`config.mk`:
```
export PLATFORM = sky130hd
export DESIGN_NAME = allocation_bitmap_engine_flat
export DESIGN_NICKNAME = d
export VERILOG_FILES = /design/src/hw/rtl/abe_pkg.sv /design/src/hw/rtl/abe_req_if.sv /design/src/hw/rtl/abe_rsp_if.sv /design/src/hw/rtl/allocation_bitmap_engine.sv /design/src/hw/rtl/abe_ram.sv /design/src/hw/rtl/abe_ctrl.sv /design/src/hw/rtl/abe_dpath.sv /design/src/flat_wrapper.sv
export SDC_FILE = /design/constraint.sdc
export NUM_CORES = 2
export LEC_CHECK = 0
export BUFFER_PORTS_ARGS = -buffer_cell sky130_fd_sc_hd__buf_4
export CAP_MARGIN = 20
export CORE_ASPECT_RATIO = 1.2
export CORE_MARGIN = 10
export CORE_UTILIZATION = 48
export DETAILED_ROUTE_END_ITERATION = 10
export GPL_TIMING_DRIVEN = 0
export HOLD_SLACK_MARGIN = 0.15
export PLACE_DENSITY_LB_ADDON = 0.05
export SYNTH_ARGS = -nofsm -noshare
export SYNTH_HDL_FRONTEND = slang
export SYNTH_HIERARCHICAL = 1
export SYNTH_SLANG_ARGS = --single-unit
```
`constraint.sdc`:
```
create_clock -name clk -period 13.02 [get_ports clk]
set_clock_uncertainty 0.2 [all_clocks]
set_input_delay 0.651 -clock clk [delete_from_list [all_inputs] [get_ports clk]]
set_output_delay 0.651 -clock clk [all_outputs]
set_load 0.01 [all_outputs]
```
`src/hw/rtl/abe_pkg.sv`:
```
// ----------------------------------------------------------------------------
// abe_pkg
// Shared types and constants of the allocation bitmap engine: operation codes,
// controller states and the command and status bundles between the
// controller and the datapath.
// ----------------------------------------------------------------------------
package abe_pkg;

  localparam int MODE_W        = 3;
  localparam int IDX_W         = 13;
  localparam int FIDX_W        = 12;
  localparam int NUM_BITS_DEF  = 4096;
  localparam int WORD_BITS_DEF = 32;

  typedef enum logic [MODE_W-1:0] {
    MODE_SET     = 3'd0,
    MODE_CLR     = 3'd1,
    MODE_READ    = 3'd2,
    MODE_FFS     = 3'd3,
    MODE_FFC     = 3'd4,
    MODE_SET_ALL = 3'd5,
    MODE_CLR_ALL = 3'd6,
    MODE_RESIZE  = 3'd7
  } mode_t;

  typedef enum logic [3:0] {
    ST_INIT,
    ST_IDLE,
    ST_DIV,
    ST_FIX,
    ST_RD,
    ST_MOD,
    ST_SWEEP,
    ST_SCAN,
    ST_DONE
  } state_t;

  typedef struct packed {
    logic accept;
    logic sweep;
    logic sweep_zero;
    logic div_mul;
    logic div_fix;
    logic modify;
    logic scan;
    logic load_out;
  } cmd_t;

  typedef struct packed {
    mode_t in_op;
    mode_t op;
    logic  in_oob;
    logic  in_over;
    logic  sweep_end_all;
    logic  sweep_end_fill;
    logic  scan_end;
    logic  out_free;
  } sts_t;

endpackage

```
`src/hw/rtl/abe_req_if.sv`:
```
// ----------------------------------------------------------------------------
// abe_req_if
// Request channel of the allocation bitmap engine: operation and bit index.
// ----------------------------------------------------------------------------
interface abe_req_if;
  logic                         valid;
  logic                         ready;
  logic [abe_pkg::MODE_W-1:0]   mode;
  logic [abe_pkg::IDX_W-1:0]    bit_index;

  modport source (output valid, mode, bit_index, input ready);
  modport sink (input valid, mode, bit_index, output ready);
endinterface

```
`src/hw/rtl/abe_rsp_if.sv`:
```
// ----------------------------------------------------------------------------
// abe_rsp_if
// Response channel of the allocation bitmap engine: one response per request.
// ----------------------------------------------------------------------------
interface abe_rsp_if;
  logic                         valid;
  logic                         ready;
  logic                         status;
  logic                         bit_value;
  logic                         found;
  logic [abe_pkg::FIDX_W-1:0]   found_index;

  modport source (output valid, status, bit_value, found, found_index, input ready);
  modport sink (input valid, status, bit_value, found, found_index, output ready);
endinterface

```
`src/hw/rtl/allocation_bitmap_engine.sv`:
```
// ----------------------------------------------------------------------------
// allocation_bitmap_engine
// A page-allocation bitmap of NUM_BITS bits with a live size limit, held in a
// RAM of ceil(NUM_BITS/WORD_BITS) words and served one request at a time.
// After reset the block runs a clearing pass over every word before it takes
// its first request. Set, clear and read of one bit run a reciprocal
// multiply and a correction for the word/offset split, a RAM read and, for
// set and clear, a write-back. Find-first-set, find-first-clear, set-all and
// shrinking resize walk the word RAM one word per cycle below the limit (a
// find stops at its first match); clear-all walks every word. A resize that
// grows or keeps the size, and any out-of-range request, go straight to the
// response. A finished response waits in an output register, and the next
// request is taken while it waits.
// ----------------------------------------------------------------------------
module allocation_bitmap_engine #(
  parameter int NUM_BITS  = abe_pkg::NUM_BITS_DEF,
  parameter int WORD_BITS = abe_pkg::WORD_BITS_DEF
) (
  input logic        clk,
  input logic        rst,
  abe_req_if.sink    req,
  abe_rsp_if.source  rsp
);

  abe_pkg::cmd_t cmd;
  abe_pkg::sts_t sts;

  abe_ctrl u_ctrl (
    .clk   (clk),
    .rst   (rst),
    .valid (req.valid),
    .ready (req.ready),
    .sts   (sts),
    .cmd   (cmd)
  );

  abe_dpath #(
    .NUM_BITS  (NUM_BITS),
    .WORD_BITS (WORD_BITS)
  ) u_dpath (
    .clk         (clk),
    .rst         (rst),
    .cmd         (cmd),
    .sts         (sts),
    .mode        (req.mode),
    .bit_index   (req.bit_index),
    .rsp_valid   (rsp.valid),
    .rsp_ready   (rsp.ready),
    .status      (rsp.status),
    .bit_value   (rsp.bit_value),
    .found       (rsp.found),
    .found_index (rsp.found_index)
  );

endmodule

```
`src/hw/rtl/abe_ram.sv`:
```
// ----------------------------------------------------------------------------
// abe_ram
// Generic simple dual-port RAM: one write port, one read port, registered
// read data.
// ----------------------------------------------------------------------------
module abe_ram #(
  parameter int WIDTH = 32,
  parameter int DEPTH = 128
) (
  input  logic                                    clk,
  input  logic                                    we,
  input  logic [(DEPTH > 1 ? $clog2(DEPTH) : 1)-1:0] waddr,
  input  logic [WIDTH-1:0]                        wdata,
  input  logic [(DEPTH > 1 ? $clog2(DEPTH) : 1)-1:0] raddr,
  output logic [WIDTH-1:0]                        rdata
);

  logic [WIDTH-1:0] mem [DEPTH];

  always_ff @(posedge clk) begin
    if (we) begin
      mem[waddr] <= wdata;
    end
    rdata <= mem[raddr];
  end

endmodule

```
`src/hw/rtl/abe_ctrl.sv`:
```
// ----------------------------------------------------------------------------
// abe_ctrl
// Controller of the allocation bitmap engine. Sequences the clearing pass
// after reset, single-bit read-modify-write, write sweeps and read scans.
// ----------------------------------------------------------------------------
module abe_ctrl (
  input  logic            clk,
  input  logic            rst,
  input  logic            valid,
  output logic            ready,
  input  abe_pkg::sts_t   sts,
  output abe_pkg::cmd_t   cmd
);

  abe_pkg::state_t state, state_next;

  always_ff @(posedge clk) begin
    if (rst) begin
      state <= abe_pkg::ST_INIT;
    end else begin
      state <= state_next;
    end
  end

  always_comb begin
    state_next = state;
    unique case (state)
      abe_pkg::ST_INIT: begin
        if (sts.sweep_end_all) begin
          state_next = abe_pkg::ST_IDLE;
        end
      end
      abe_pkg::ST_IDLE: begin
        if (valid) begin
          unique case (sts.in_op) inside
            abe_pkg::MODE_SET, abe_pkg::MODE_CLR, abe_pkg::MODE_READ: begin
              state_next = sts.in_oob ? abe_pkg::ST_DONE : abe_pkg::ST_DIV;
            end
            abe_pkg::MODE_FFS, abe_pkg::MODE_FFC: begin
              state_next = abe_pkg::ST_SCAN;
            end
            abe_pkg::MODE_SET_ALL, abe_pkg::MODE_CLR_ALL: begin
              state_next = abe_pkg::ST_SWEEP;
            end
            default: begin
              // Growing or keeping the size needs no clearing.
              state_next = (sts.in_over || sts.in_oob) ? abe_pkg::ST_DONE
                                                       : abe_pkg::ST_SCAN;
            end
          endcase
        end
      end
      abe_pkg::ST_DIV:   state_next = abe_pkg::ST_FIX;
      abe_pkg::ST_FIX:   state_next = abe_pkg::ST_RD;
      abe_pkg::ST_RD:    state_next = abe_pkg::ST_MOD;
      abe_pkg::ST_MOD:   state_next = abe_pkg::ST_DONE;
      abe_pkg::ST_SWEEP: begin
        if ((sts.op == abe_pkg::MODE_CLR_ALL) ? sts.sweep_end_all : sts.sweep_end_fill) begin
          state_next = abe_pkg::ST_DONE;
        end
      end
      abe_pkg::ST_SCAN: begin
        if (sts.scan_end) begin
          state_next = abe_pkg::ST_DONE;
        end
      end
      abe_pkg::ST_DONE: begin
        if (sts.out_free) begin
          state_next = abe_pkg::ST_IDLE;
        end
      end
      default: state_next = abe_pkg::ST_INIT;
    endcase
  end

  always_comb begin
    cmd   = '0;
    ready = 1'b0;
    unique case (state)
      abe_pkg::ST_INIT: begin
        cmd.sweep      = 1'b1;
        cmd.sweep_zero = 1'b1;
      end
      abe_pkg::ST_IDLE: begin
        ready      = 1'b1;
        cmd.accept = valid;
      end
      abe_pkg::ST_DIV:   cmd.div_mul = 1'b1;
      abe_pkg::ST_FIX:   cmd.div_fix = 1'b1;
      abe_pkg::ST_RD:    ;
      abe_pkg::ST_MOD:   cmd.modify = 1'b1;
      abe_pkg::ST_SWEEP: begin
        cmd.sweep      = 1'b1;
        cmd.sweep_zero = (sts.op == abe_pkg::MODE_CLR_ALL);
      end
      abe_pkg::ST_SCAN:  cmd.scan = 1'b1;
      abe_pkg::ST_DONE:  cmd.load_out = sts.out_free;
      default: ;
    endcase
  end

  // Every accepted request must leave idle, or a response would be lost.
  a_accept_leaves_idle: assert property (@(posedge clk) disable iff (rst)
    cmd.accept |=> state != abe_pkg::ST_IDLE)
    else $error("accepted request did not start");

endmodule

```
`src/hw/rtl/abe_dpath.sv`:
```
// ----------------------------------------------------------------------------
// abe_dpath
// Datapath of the allocation bitmap engine: word store, limit register,
// word/offset split of a bit index, sweep and scan counters, priority
// encoder and the response register.
// ----------------------------------------------------------------------------
module abe_dpath #(
  parameter int NUM_BITS  = abe_pkg::NUM_BITS_DEF,
  parameter int WORD_BITS = abe_pkg::WORD_BITS_DEF
) (
  input  logic                         clk,
  input  logic                         rst,
  input  abe_pkg::cmd_t                cmd,
  output abe_pkg::sts_t                sts,
  input  logic [abe_pkg::MODE_W-1:0]   mode,
  input  logic [abe_pkg::IDX_W-1:0]    bit_index,
  output logic                         rsp_valid,
  input  logic                         rsp_ready,
  output logic                         status,
  output logic                         bit_value,
  output logic                         found,
  output logic [abe_pkg::FIDX_W-1:0]   found_index
);

  localparam int IW    = abe_pkg::IDX_W;
  localparam int FW    = abe_pkg::FIDX_W;
  localparam int DEPTH = (NUM_BITS + WORD_BITS - 1) / WORD_BITS;
  localparam int AW    = DEPTH > 1 ? $clog2(DEPTH) : 1;
  localparam int OW    = $clog2(WORD_BITS);
  localparam int LW    = $clog2(NUM_BITS + 1);
  localparam int BW    = $clog2(DEPTH * WORD_BITS + WORD_BITS + 1);
  localparam int CW    = (LW > IW ? LW : IW) + 1;
  localparam int RECIP = (1 << IW) / WORD_BITS;
  localparam int RW    = $clog2(RECIP + 1);

  // Mask of the bits of the word starting at b whose position is below t.
  function automatic logic [WORD_BITS-1:0] below_mask(input logic [BW-1:0] b,
                                                      input logic [BW-1:0] t);
    logic [BW-1:0]        span;
    logic [WORD_BITS-1:0] m;
    span = t - b;
    if (t <= b) begin
      m = '0;
    end else if (span >= BW'(WORD_BITS)) begin
      m = '1;
    end else begin
      m = ~({WORD_BITS{1'b1}} << span[OW-1:0]);
    end
    return m;
  endfunction

  abe_pkg::mode_t       in_op, op;
  logic [IW-1:0]        idx;
  logic [LW-1:0]        limit, thr;
  logic [RW-1:0]        q0;
  logic [AW-1:0]        word_addr, addr, p_addr;
  logic [OW-1:0]        bit_off, hit_off;
  logic [BW-1:0]        base, p_base;
  logic                 p_valid;
  logic                 res_status, res_value, res_found;
  logic [FW-1:0]        res_fidx;

  logic                 in_oob, in_over;
  logic [IW+RW-1:0]     prod;
  logic [IW-1:0]        qw, rem, q_fix, r_fix;
  logic                 corr;
  logic                 below_lim, hit, issue, scan_end;
  logic [WORD_BITS-1:0] sweep_mask, p_mask, match, bit_mask;
  logic                 we;
  logic [AW-1:0]        waddr, raddr;
  logic [WORD_BITS-1:0] wdata, rdata;

  assign in_op   = abe_pkg::mode_t'(mode);
  assign in_oob  = CW'(bit_index) >= CW'(limit);
  assign in_over = CW'(bit_index) > CW'(NUM_BITS);

  // Word index by reciprocal multiply; the estimate is at most one low.
  assign prod  = (IW+RW)'(idx) * (IW+RW)'(RECIP);
  assign qw    = IW'(q0) * IW'(WORD_BITS);
  assign rem   = idx - qw;
  assign corr  = rem >= IW'(WORD_BITS);
  assign q_fix = IW'(q0) + IW'(corr);
  assign r_fix = corr ? rem - IW'(WORD_BITS) : rem;

  assign sweep_mask = below_mask(base, BW'(thr));
  assign p_mask     = below_mask(p_base, BW'(thr));
  assign match      = ((op == abe_pkg::MODE_FFS) ? rdata : ~rdata) & p_mask;
  assign hit        = p_valid && (op == abe_pkg::MODE_FFS || op == abe_pkg::MODE_FFC)
                      && (|match);
  assign below_lim  = base < BW'(limit);
  assign issue      = cmd.scan && below_lim && !hit;
  assign scan_end   = hit || (!below_lim && !p_valid);
  assign bit_mask   = WORD_BITS'(1) << bit_off;

  always_comb begin
    hit_off = '0;
    for (int i = WORD_BITS - 1; i >= 0; i--) begin
      if (match[i]) begin
        hit_off = OW'(i);
      end
    end
  end

  always_comb begin
    we    = 1'b0;
    waddr = word_addr;
    wdata = (op == abe_pkg::MODE_SET) ? (rdata | bit_mask) : (rdata & ~bit_mask);
    if (cmd.sweep) begin
      we    = cmd.sweep_zero || (base < BW'(thr));
      waddr = addr;
      wdata = cmd.sweep_zero ? '0 : sweep_mask;
    end else if (cmd.scan) begin
      // Shrinking: drop the bits at or beyond the new limit.
      we    = p_valid && (op == abe_pkg::MODE_RESIZE);
      waddr = p_addr;
      wdata = rdata & p_mask;
    end else if (cmd.modify) begin
      we    = (op == abe_pkg::MODE_SET) || (op == abe_pkg::MODE_CLR);
    end
  end

  assign raddr = cmd.scan ? addr : word_addr;

  abe_ram #(
    .WIDTH (WORD_BITS),
    .DEPTH (DEPTH)
  ) u_ram (
    .clk   (clk),
    .we    (we),
    .waddr (waddr),
    .wdata (wdata),
    .raddr (raddr),
    .rdata (rdata)
  );

  always_ff @(posedge clk) begin
    if (rst) begin
      addr      <= '0;
      base      <= '0;
      p_valid   <= 1'b0;
      limit     <= LW'(NUM_BITS);
      rsp_valid <= 1'b0;
    end else begin
      if (cmd.accept) begin
        addr <= '0;
        base <= '0;
      end else if (cmd.sweep || issue) begin
        addr <= addr + AW'(1);
        base <= base + BW'(WORD_BITS);
      end
      p_valid <= issue;
      if (cmd.accept && in_op == abe_pkg::MODE_RESIZE && !in_over && in_oob) begin
        limit <= LW'(bit_index);
      end else if (cmd.scan && scan_end && op == abe_pkg::MODE_RESIZE) begin
        limit <= thr;
      end
      if (cmd.load_out) begin
        rsp_valid <= 1'b1;
      end else if (rsp_ready) begin
        rsp_valid <= 1'b0;
      end
    end
  end

  always_ff @(posedge clk) begin
    if (issue) begin
      p_addr <= addr;
      p_base <= base;
    end
    if (cmd.accept) begin
      op         <= in_op;
      idx        <= bit_index;
      thr        <= (in_op == abe_pkg::MODE_RESIZE) ? LW'(bit_index) : limit;
      res_status <= ((in_op == abe_pkg::MODE_SET || in_op == abe_pkg::MODE_CLR ||
                      in_op == abe_pkg::MODE_READ) && in_oob) ||
                    (in_op == abe_pkg::MODE_RESIZE && in_over);
      res_value  <= 1'b0;
      res_found  <= 1'b0;
      res_fidx   <= '0;
    end
    if (cmd.div_mul) begin
      q0 <= prod[IW+RW-1:IW];
    end
    if (cmd.div_fix) begin
      word_addr <= AW'(q_fix);
      bit_off   <= OW'(r_fix);
    end
    if (cmd.modify && op == abe_pkg::MODE_READ) begin
      res_value <= rdata[bit_off];
    end
    if (cmd.scan && hit) begin
      res_found <= 1'b1;
      res_fidx  <= FW'(p_base + BW'(hit_off));
    end
    if (cmd.load_out) begin
      status      <= res_status;
      bit_value   <= res_value;
      found       <= res_found;
      found_index <= res_fidx;
    end
  end

  assign sts.in_op          = in_op;
  assign sts.op             = op;
  assign sts.in_oob         = in_oob;
  assign sts.in_over        = in_over;
  assign sts.sweep_end_all  = addr == AW'(DEPTH - 1);
  assign sts.sweep_end_fill = (base + BW'(WORD_BITS)) >= BW'(thr);
  assign sts.scan_end       = scan_end;
  assign sts.out_free       = !rsp_valid || rsp_ready;

  a_limit_range: assert property (@(posedge clk) disable iff (rst)
    limit <= LW'(NUM_BITS))
    else $error("limit beyond capacity");

  a_write_in_store: assert property (@(posedge clk) disable iff (rst)
    we |-> waddr <= AW'(DEPTH - 1))
    else $error("store write beyond last word");

  a_found_clean: assert property (@(posedge clk) disable iff (rst)
    rsp_valid && found |-> !status && !bit_value)
    else $error("find response carries stray fields");

endmodule

```
`src/flat_wrapper.sv`:
```
// flat-port wrapper written by rule: the top's interface ports become plain ports
module allocation_bitmap_engine_flat 
#(
  parameter int NUM_BITS  = abe_pkg::NUM_BITS_DEF,
  parameter int WORD_BITS = abe_pkg::WORD_BITS_DEF
)
  (clk, rst, req_valid, req_mode, req_bit_index, req_ready, rsp_valid, rsp_status, rsp_bit_value, rsp_found, rsp_found_index, rsp_ready);
  abe_req_if req_i ();
  abe_rsp_if rsp_i ();
  input logic clk;
  input logic rst;
  input wire logic [$bits(req_i.valid)-1:0] req_valid;
  input wire logic [$bits(req_i.mode)-1:0] req_mode;
  input wire logic [$bits(req_i.bit_index)-1:0] req_bit_index;
  output wire logic [$bits(req_i.ready)-1:0] req_ready;
  output wire logic [$bits(rsp_i.valid)-1:0] rsp_valid;
  output wire logic [$bits(rsp_i.status)-1:0] rsp_status;
  output wire logic [$bits(rsp_i.bit_value)-1:0] rsp_bit_value;
  output wire logic [$bits(rsp_i.found)-1:0] rsp_found;
  output wire logic [$bits(rsp_i.found_index)-1:0] rsp_found_index;
  input wire logic [$bits(rsp_i.ready)-1:0] rsp_ready;
  assign req_i.valid = req_valid;
  assign req_i.mode = req_mode;
  assign req_i.bit_index = req_bit_index;
  assign req_ready = req_i.ready;
  assign rsp_valid = rsp_i.valid;
  assign rsp_status = rsp_i.status;
  assign rsp_bit_value = rsp_i.bit_value;
  assign rsp_found = rsp_i.found;
  assign rsp_found_index = rsp_i.found_index;
  assign rsp_i.ready = rsp_ready;
  allocation_bitmap_engine #(.NUM_BITS(NUM_BITS), .WORD_BITS(WORD_BITS)) u_core (.clk(clk), .rst(rst), .req(req_i), .rsp(rsp_i));
endmodule
```
# Yosys cells after proc, flatten, opt, wreduce, memory -nomap -nowiden
# Memory sizes are Yosys's and may differ from the RTL's. A register that Yosys moved wholly into a read port is not among the register bits.
# Cells that the tools add are included.
# classes
n_addsub	8
magnitude_cmp	11
eq_ne	27
shifts	3
muxes	79
n_bitwise	8
n_reduce_logical	43
# ops
cell	count
32-bit 2-to-1 mux	9
5-bit 2-to-1 mux	33
32-bit inverter	4
32-bit bitwise AND	3
32-bit by 5-bit left shift with 32-bit output (first input constant)	2
13-bit by 6-bit >= comparator with 1-bit output (second input constant)	3
13-bit 2-to-1 mux	3
13-bit subtractor	3
4-bit one-hot mux with 9 select lines	1
32-bit OR	1
32-bit OR reduction	1
1-bit by 5-bit left shift with 32-bit output (first input constant)	1
4-bit 2-to-1 mux	7
13-bit >= comparator	2
13-bit <= comparator	2
13-bit less-than comparator	2
12-bit 2-to-1 mux	2
3-bit == test (second input constant)	7
7-bit 2-to-1 mux	3
1-bit 2-to-1 mux	18
4-bit by 3-bit == test with 1-bit output (second input constant)	4
1-bit logical AND	15
13-bit by 6-bit adder with 13-bit output (second input constant)	1
13-bit greater-than comparator (second input constant)	1
23 further kinds	51
# totals
register_bits	138
ramBits	4096
input_bits	20
out_inout_bits	17
memories	1
# memory_table
memory	words	width	rd	rd_ports_with_merged_regs	write_ports	line_no	text
u_core.u_dpath.u_ram.mem	128	32	1	1	1	abe_ram.sv:18	logic [WIDTH-1:0] mem [DEPTH];

# Longest topological paths before layout
# depth
ltp_word	40
ltp_mapped	22
ltp_nobuf	18

# Cells and area by module
# The synthesis kept the hierarchy.
# by_module_without_submodules
module	n_inst	cells_each	area_each_um2	seq_area_each_um2
abe_ram	1	5990	156276.1	123638.6
abe_dpath	1	1155	10272.4	3413.3
abe_ctrl	1	66	508.0	80.1

# Least setup slack after synthesis
# Ideal clock, no wire load.
# synth_timing
path_kind	register to register
from	reg u_core.u_dpath.thr[5]
to	mem u_core.u_dpath.u_ram.mem[0][23] (data pin)
setup_ps	1795
arrival_time_ps	10607
slack_ps	418
stages_incl_launch_ff	15
path_buffers	3
synth_period_minus_slack_ps	12602
path_cell_list	edfxtp_1 -> inv_1 -> ha_1 -> inv_1 -> fa_1 -> a21o_1 -> a31oi_1 -> o21ai_0 -> a21oi_1 -> nor2_1 -> buf_2 -> clkbuf_1 -> clkbuf_1 -> a31oi_1 -> o311ai_0
# synth_via
elab_chain_cells	7
word_cells_on_any_way	14
classes_between	add/sub: 2; order compare: 4; mux: 7; bitwise: 1
# synth_rtl
item	line_no	text
from (decl)	abe_dpath.sv:54	logic [LW-1:0] limit, thr;
from (signal assigned)	abe_dpath.sv:173	thr <= (in_op == abe_pkg::MODE_RESIZE) ? LW'(bit_index) : limit;
13-bit subtractor	abe_dpath.sv:41	span = t - b;
13-bit by 6-bit >= comparator with 1-bit output	abe_dpath.sv:44	end else if (span >= BW'(WORD_BITS)) begin
32-bit 2-to-1 mux	abe_dpath.sv:44	
32-bit 2-to-1 mux	abe_dpath.sv:42	if (t <= b) begin
32-bit bitwise AND	abe_dpath.sv:116	wdata = rdata & p_mask;
32-bit 2-to-1 mux	abe_dpath.sv:112	end else if (cmd.scan) begin
32-bit 2-to-1 mux (*)	abe_dpath.sv:108	if (cmd.sweep) begin
net u_core.u_dpath.wdata[23]	abe_dpath.sv:71	logic [WORD_BITS-1:0] wdata, rdata;
to (decl)	abe_ram.sv:18	
# The timed path passes the listed nets; every way through them passes the cells marked *.

==> summary.txt <==
Floorplan
  – Die outline area: 372000 um^2
  – Top Ports: 37
  – Core outline area: 347000 um^2
  – Rows: about 240
  – Initial Util: 0.482
  – Die width: ~560 um
  – Die Ht: 666 um

Detailed routing
  – Post-route ant nets: 0
  – DR iter-0 viols: 10400
  – Router iterations before antenna repair: 8
  – Routed WL: 491000 um
  – Routed len/inst: 37.8 um
  – Vias after detailed routing: 82300
  – DRC violations left: 0
  – Vias per cell: 6.33

Synth
  – Mapped Area: 167000 um^2
  – Top post-synthesis cells by count: edfxtp_1, mux4_2, clkbuf_1
  – Sequential area share after synthesis: 0.761
  – Compound-cell area share of the yosys netlist: 0.0163
  – Flops & latches, synth: between 4000 and 5000
  – Total number of yosys warnings: 6
  – Most used DFF post-synth: edfxtp_1
  – Async S/R FF share, synth: 0
  – Syn avg cell area: 23.2 um^2
  – Mapped Cells: 7211
  – Netlist cell types: 99
  – Syn nets: 7290
  – Post-synth EDFFs: 4189
  – Top-count cell post-synth: edfxtp_1
  – Post-synth top area share: 0.753
  – Synth Area in Adders: 0.00455
  – Main area contributors after synthesis: edfxtp_1, mux4_2, dfxtp_1
  – Synth Area in Simple Gates: 0.0162
  – Largest family of logic cells by synthesized area: multiplexers
  – Multiplexer area fraction after synthesis: 0.188
  – Synth area leader: edfxtp_1
  – XOR/XNOR Fraction of Synth Area: 0.00231

Timing
  – Max Freq: approximately 120 MHz
  – Post-layout minimum cycle time: around 8.1 ns
  – Period utilisation layout: 0.620
  – Slew HR: 0.204
  – Setup Viol. Count Final: 0
  – Unrepaired setup endpoints after global routing: false
  – Post-Route Setup TNS: 0 ns
  – Slew Limit Fails: 0
  – Least-Margin Pin Slew: 1.19 ns
  – Hold Slack: 0.217 ns
  – Final Hold Fails: 0

CTS
  – Clk sinks: between 4000 and 5000
  – Clock transition at path regs: ~0.06 ns
  – Htree depth: 5
  – Num CTS Buffers: 422
  – CTS tree: built
  – Root buffer cell: clkbuf_16
  – Clock latency on the worst-skew pair: 0.98 ns
  – Postcts setup bufs: 0
  – CTS Buffer Depth: 4

Pwr
  – Flop pwr share: 0.549
  – VDD IR-drop max: 0.128 mV
  – Internal power: roughly 22000 uW
  – Leak Pwr: 0.0617 uW
  – Net Switching: ~5300 uW
  – Final Power: 27100 uW
  – Combinational fraction of design power: 0.007
  – Power Density: 139 nW/um^2
  – Net Sw Frac: 0.196
  – Clock share of power: 0.444

Worst hold path
  – Worst Hold Depth: 0
  – WHS Endpoint: u_core/u_dpath/bit_off[2]
  – Hold Startpoint: u_core/u_dpath/idx[2]
  – Hold Crit Class: reg -> reg

Critical path
  – CP Data Arrival Time: 8.72 ns
  – R2R depth: 16
  – Crit end category: flop
  – Crit Path Category: reg -> reg
  – Reg-to-reg slack, setup: 4.95 ns
  – R2r endpoint: u_core/u_dpath/u_ram/rdata[5]
  – Worst reg2reg path startpoint: u_core/u_ctrl/state[3]
  – CP max FO: 10
  – CP startpoint kind: flop
  – Worst endpoint required time: 13.67 ns

Layout
  – Nets: roughly 8100
  – Area added between synthesis and finish: 16.8%
  – Share of cells above drive strength 1: 0.326
  – Cell area after layout: just under 200000 um^2
  – Fill cell count: 25700

Placement
  – Post-DP HPWL: 346000 um
  – Port bufs: 36
  – Post-DP Area: 181000 um^2
  – Final GP Congestion: around 0.91

GRT
  – Grt total ovfl: 0
  – Global-route wire length before repair: 678000 um
  – Initial antenna violation count: 75
  – GRT Util Overall: 0.262
  – Largest net degree at the start of global routing: 66
  – Vias in the first global route: approximately 83000

Run status
  – Status: complete, no violations

Job
  – Max Cap Viol: 0
==> routing by layer <==
metal / vias up / share of wire / track usage
met2: 3552 / 0.48 / 0.414
li1: 32800 / - / -
met1: 45300 / 0.40 / 0.367
met3: 703 / 0.082 / 0.0508
met5: - / 0.00034 / 0
met4: 22 / 0.041 / 0.0972
==> stage by stage <==
step	cells	utilization	setup WS, ns
global route	13000	0.562	4.79
floorplan	7211	-	0.418
finish	13000	0.562	4.95
detailed placement	12100	0.521	5.07
global placement	11800	0.499	-13.73
CTS	12900	0.561	5.05
==> flip-flops by register name, indices dropped and copies added (netlist names), 12 cells and up <==
| name | count |
|---|---|
| u_core/u_dpath/idx | 13 |
| u_core/u_dpath/u_ram/rdata | 32 |
| u_core/u_dpath/res_fidx | 12 |
| u_core/u_dpath/thr | 13 |
| u_core/u_dpath/limit | 13 |
| u_core/u_dpath/u_ram/mem | 4096 |
| u_core/u_dpath/found_index | 12 |
==> cells in the final DEF (no fill, tap or decap), types with 57 or more instances in the layout <==
cell       Yosys  routed
nand2_1      107     107
buf_2         86      89
clkinv_1       0      82
a21oi_1       96      96
nor2_4         0     119
diode_2        0      67
nor2_1       215      95
buf_4         13      63
dfxtp_1       67      67
clkinv_2       0      93
mux4_2      1354    1354
edfxtp_1    4189    4189
o21ai_0       65      57
inv_1         78      78
buf_12         0     203
clkbuf_16      0     432
clkbuf_1     238     305
==> worst max-delay path: stages (launching register included) <==
cell and delay [ns]:
dfxtp_1 0.39, clkbuf_1 0.28, nand2b_1 0.25, nor2_1 0.11, clkbuf_1 0.59, buf_1 0.57
buf_1 0.70, mux2_2 0.29, clkbuf_1 0.36, buf_2 0.51, clkbuf_2 0.55, buf_16 0.24
clkbuf_1 0.87, mux4_2 0.42, mux4_2 0.54, mux4_2 0.67, mux2_2 0.35
==> area by class of cell <==
type                    count  area [um^2]  share of cell area
flip-flops and latches   4256       127000               0.652
multi-input cells        2477        39400               0.202
plain buffers             399         1740             0.00893
inverters                  79          297             0.00152
repair buffers            411         7210              0.0370
clock buffers             527        11200              0.0573
well taps                4541         5680              0.0291
diodes                     67          168            0.000859
clock inverters           251         2330              0.0119
==> kinds of logic (layout without fill, tap and decap cells) <==
family | after synthesis | count (layout)
flops | 4256 | 4256
mux | 1432 | 1432
simple gates | 553 | 553
buf+inv | 478 | 1667
compound gates | 389 | 389
fa+ha+maj | 59 | 59
xor+xnor | 44 | 44
other cells | 0 | 67
==> power groups by stage <==
stage               clock network (uW)  registers [uW]  logic, uW
floorplan                            0           15200       71.2
global placement                     0           15200        143
detailed placement                   0           15200        178
CTS                              12300           14900        184
global route                     12800           14900        193
finish                           12000           14900        188
==> timing repair <==
action,in CTS,in global routing
hold endpoints to repair,49,0
gates resized for setup,0,0
setup endpoints to repair,0,0
hold buffers,20,0
==> worst max path at each step <==
stage                      startpoint                                 to  slack [ns]
2_1_floorplan   u_core/u_dpath/thr[5]    u_core/u_dpath/u_ram/mem[0][23]        0.42
3_3_place_gp    u_core/u_dpath/thr[5]  u_core/u_dpath/u_ram/mem[104][23]      -13.73
3_5_place_dp   u_core/u_ctrl/state[2]      u_core/u_dpath/u_ram/rdata[5]        5.07
4_1_cts        u_core/u_ctrl/state[2]      u_core/u_dpath/u_ram/rdata[5]        5.05
5_1_grt        u_core/u_ctrl/state[3]      u_core/u_dpath/u_ram/rdata[5]        4.79
6_report       u_core/u_ctrl/state[3]      u_core/u_dpath/u_ram/rdata[5]        4.95
Power figures use the tool's default switching activity.
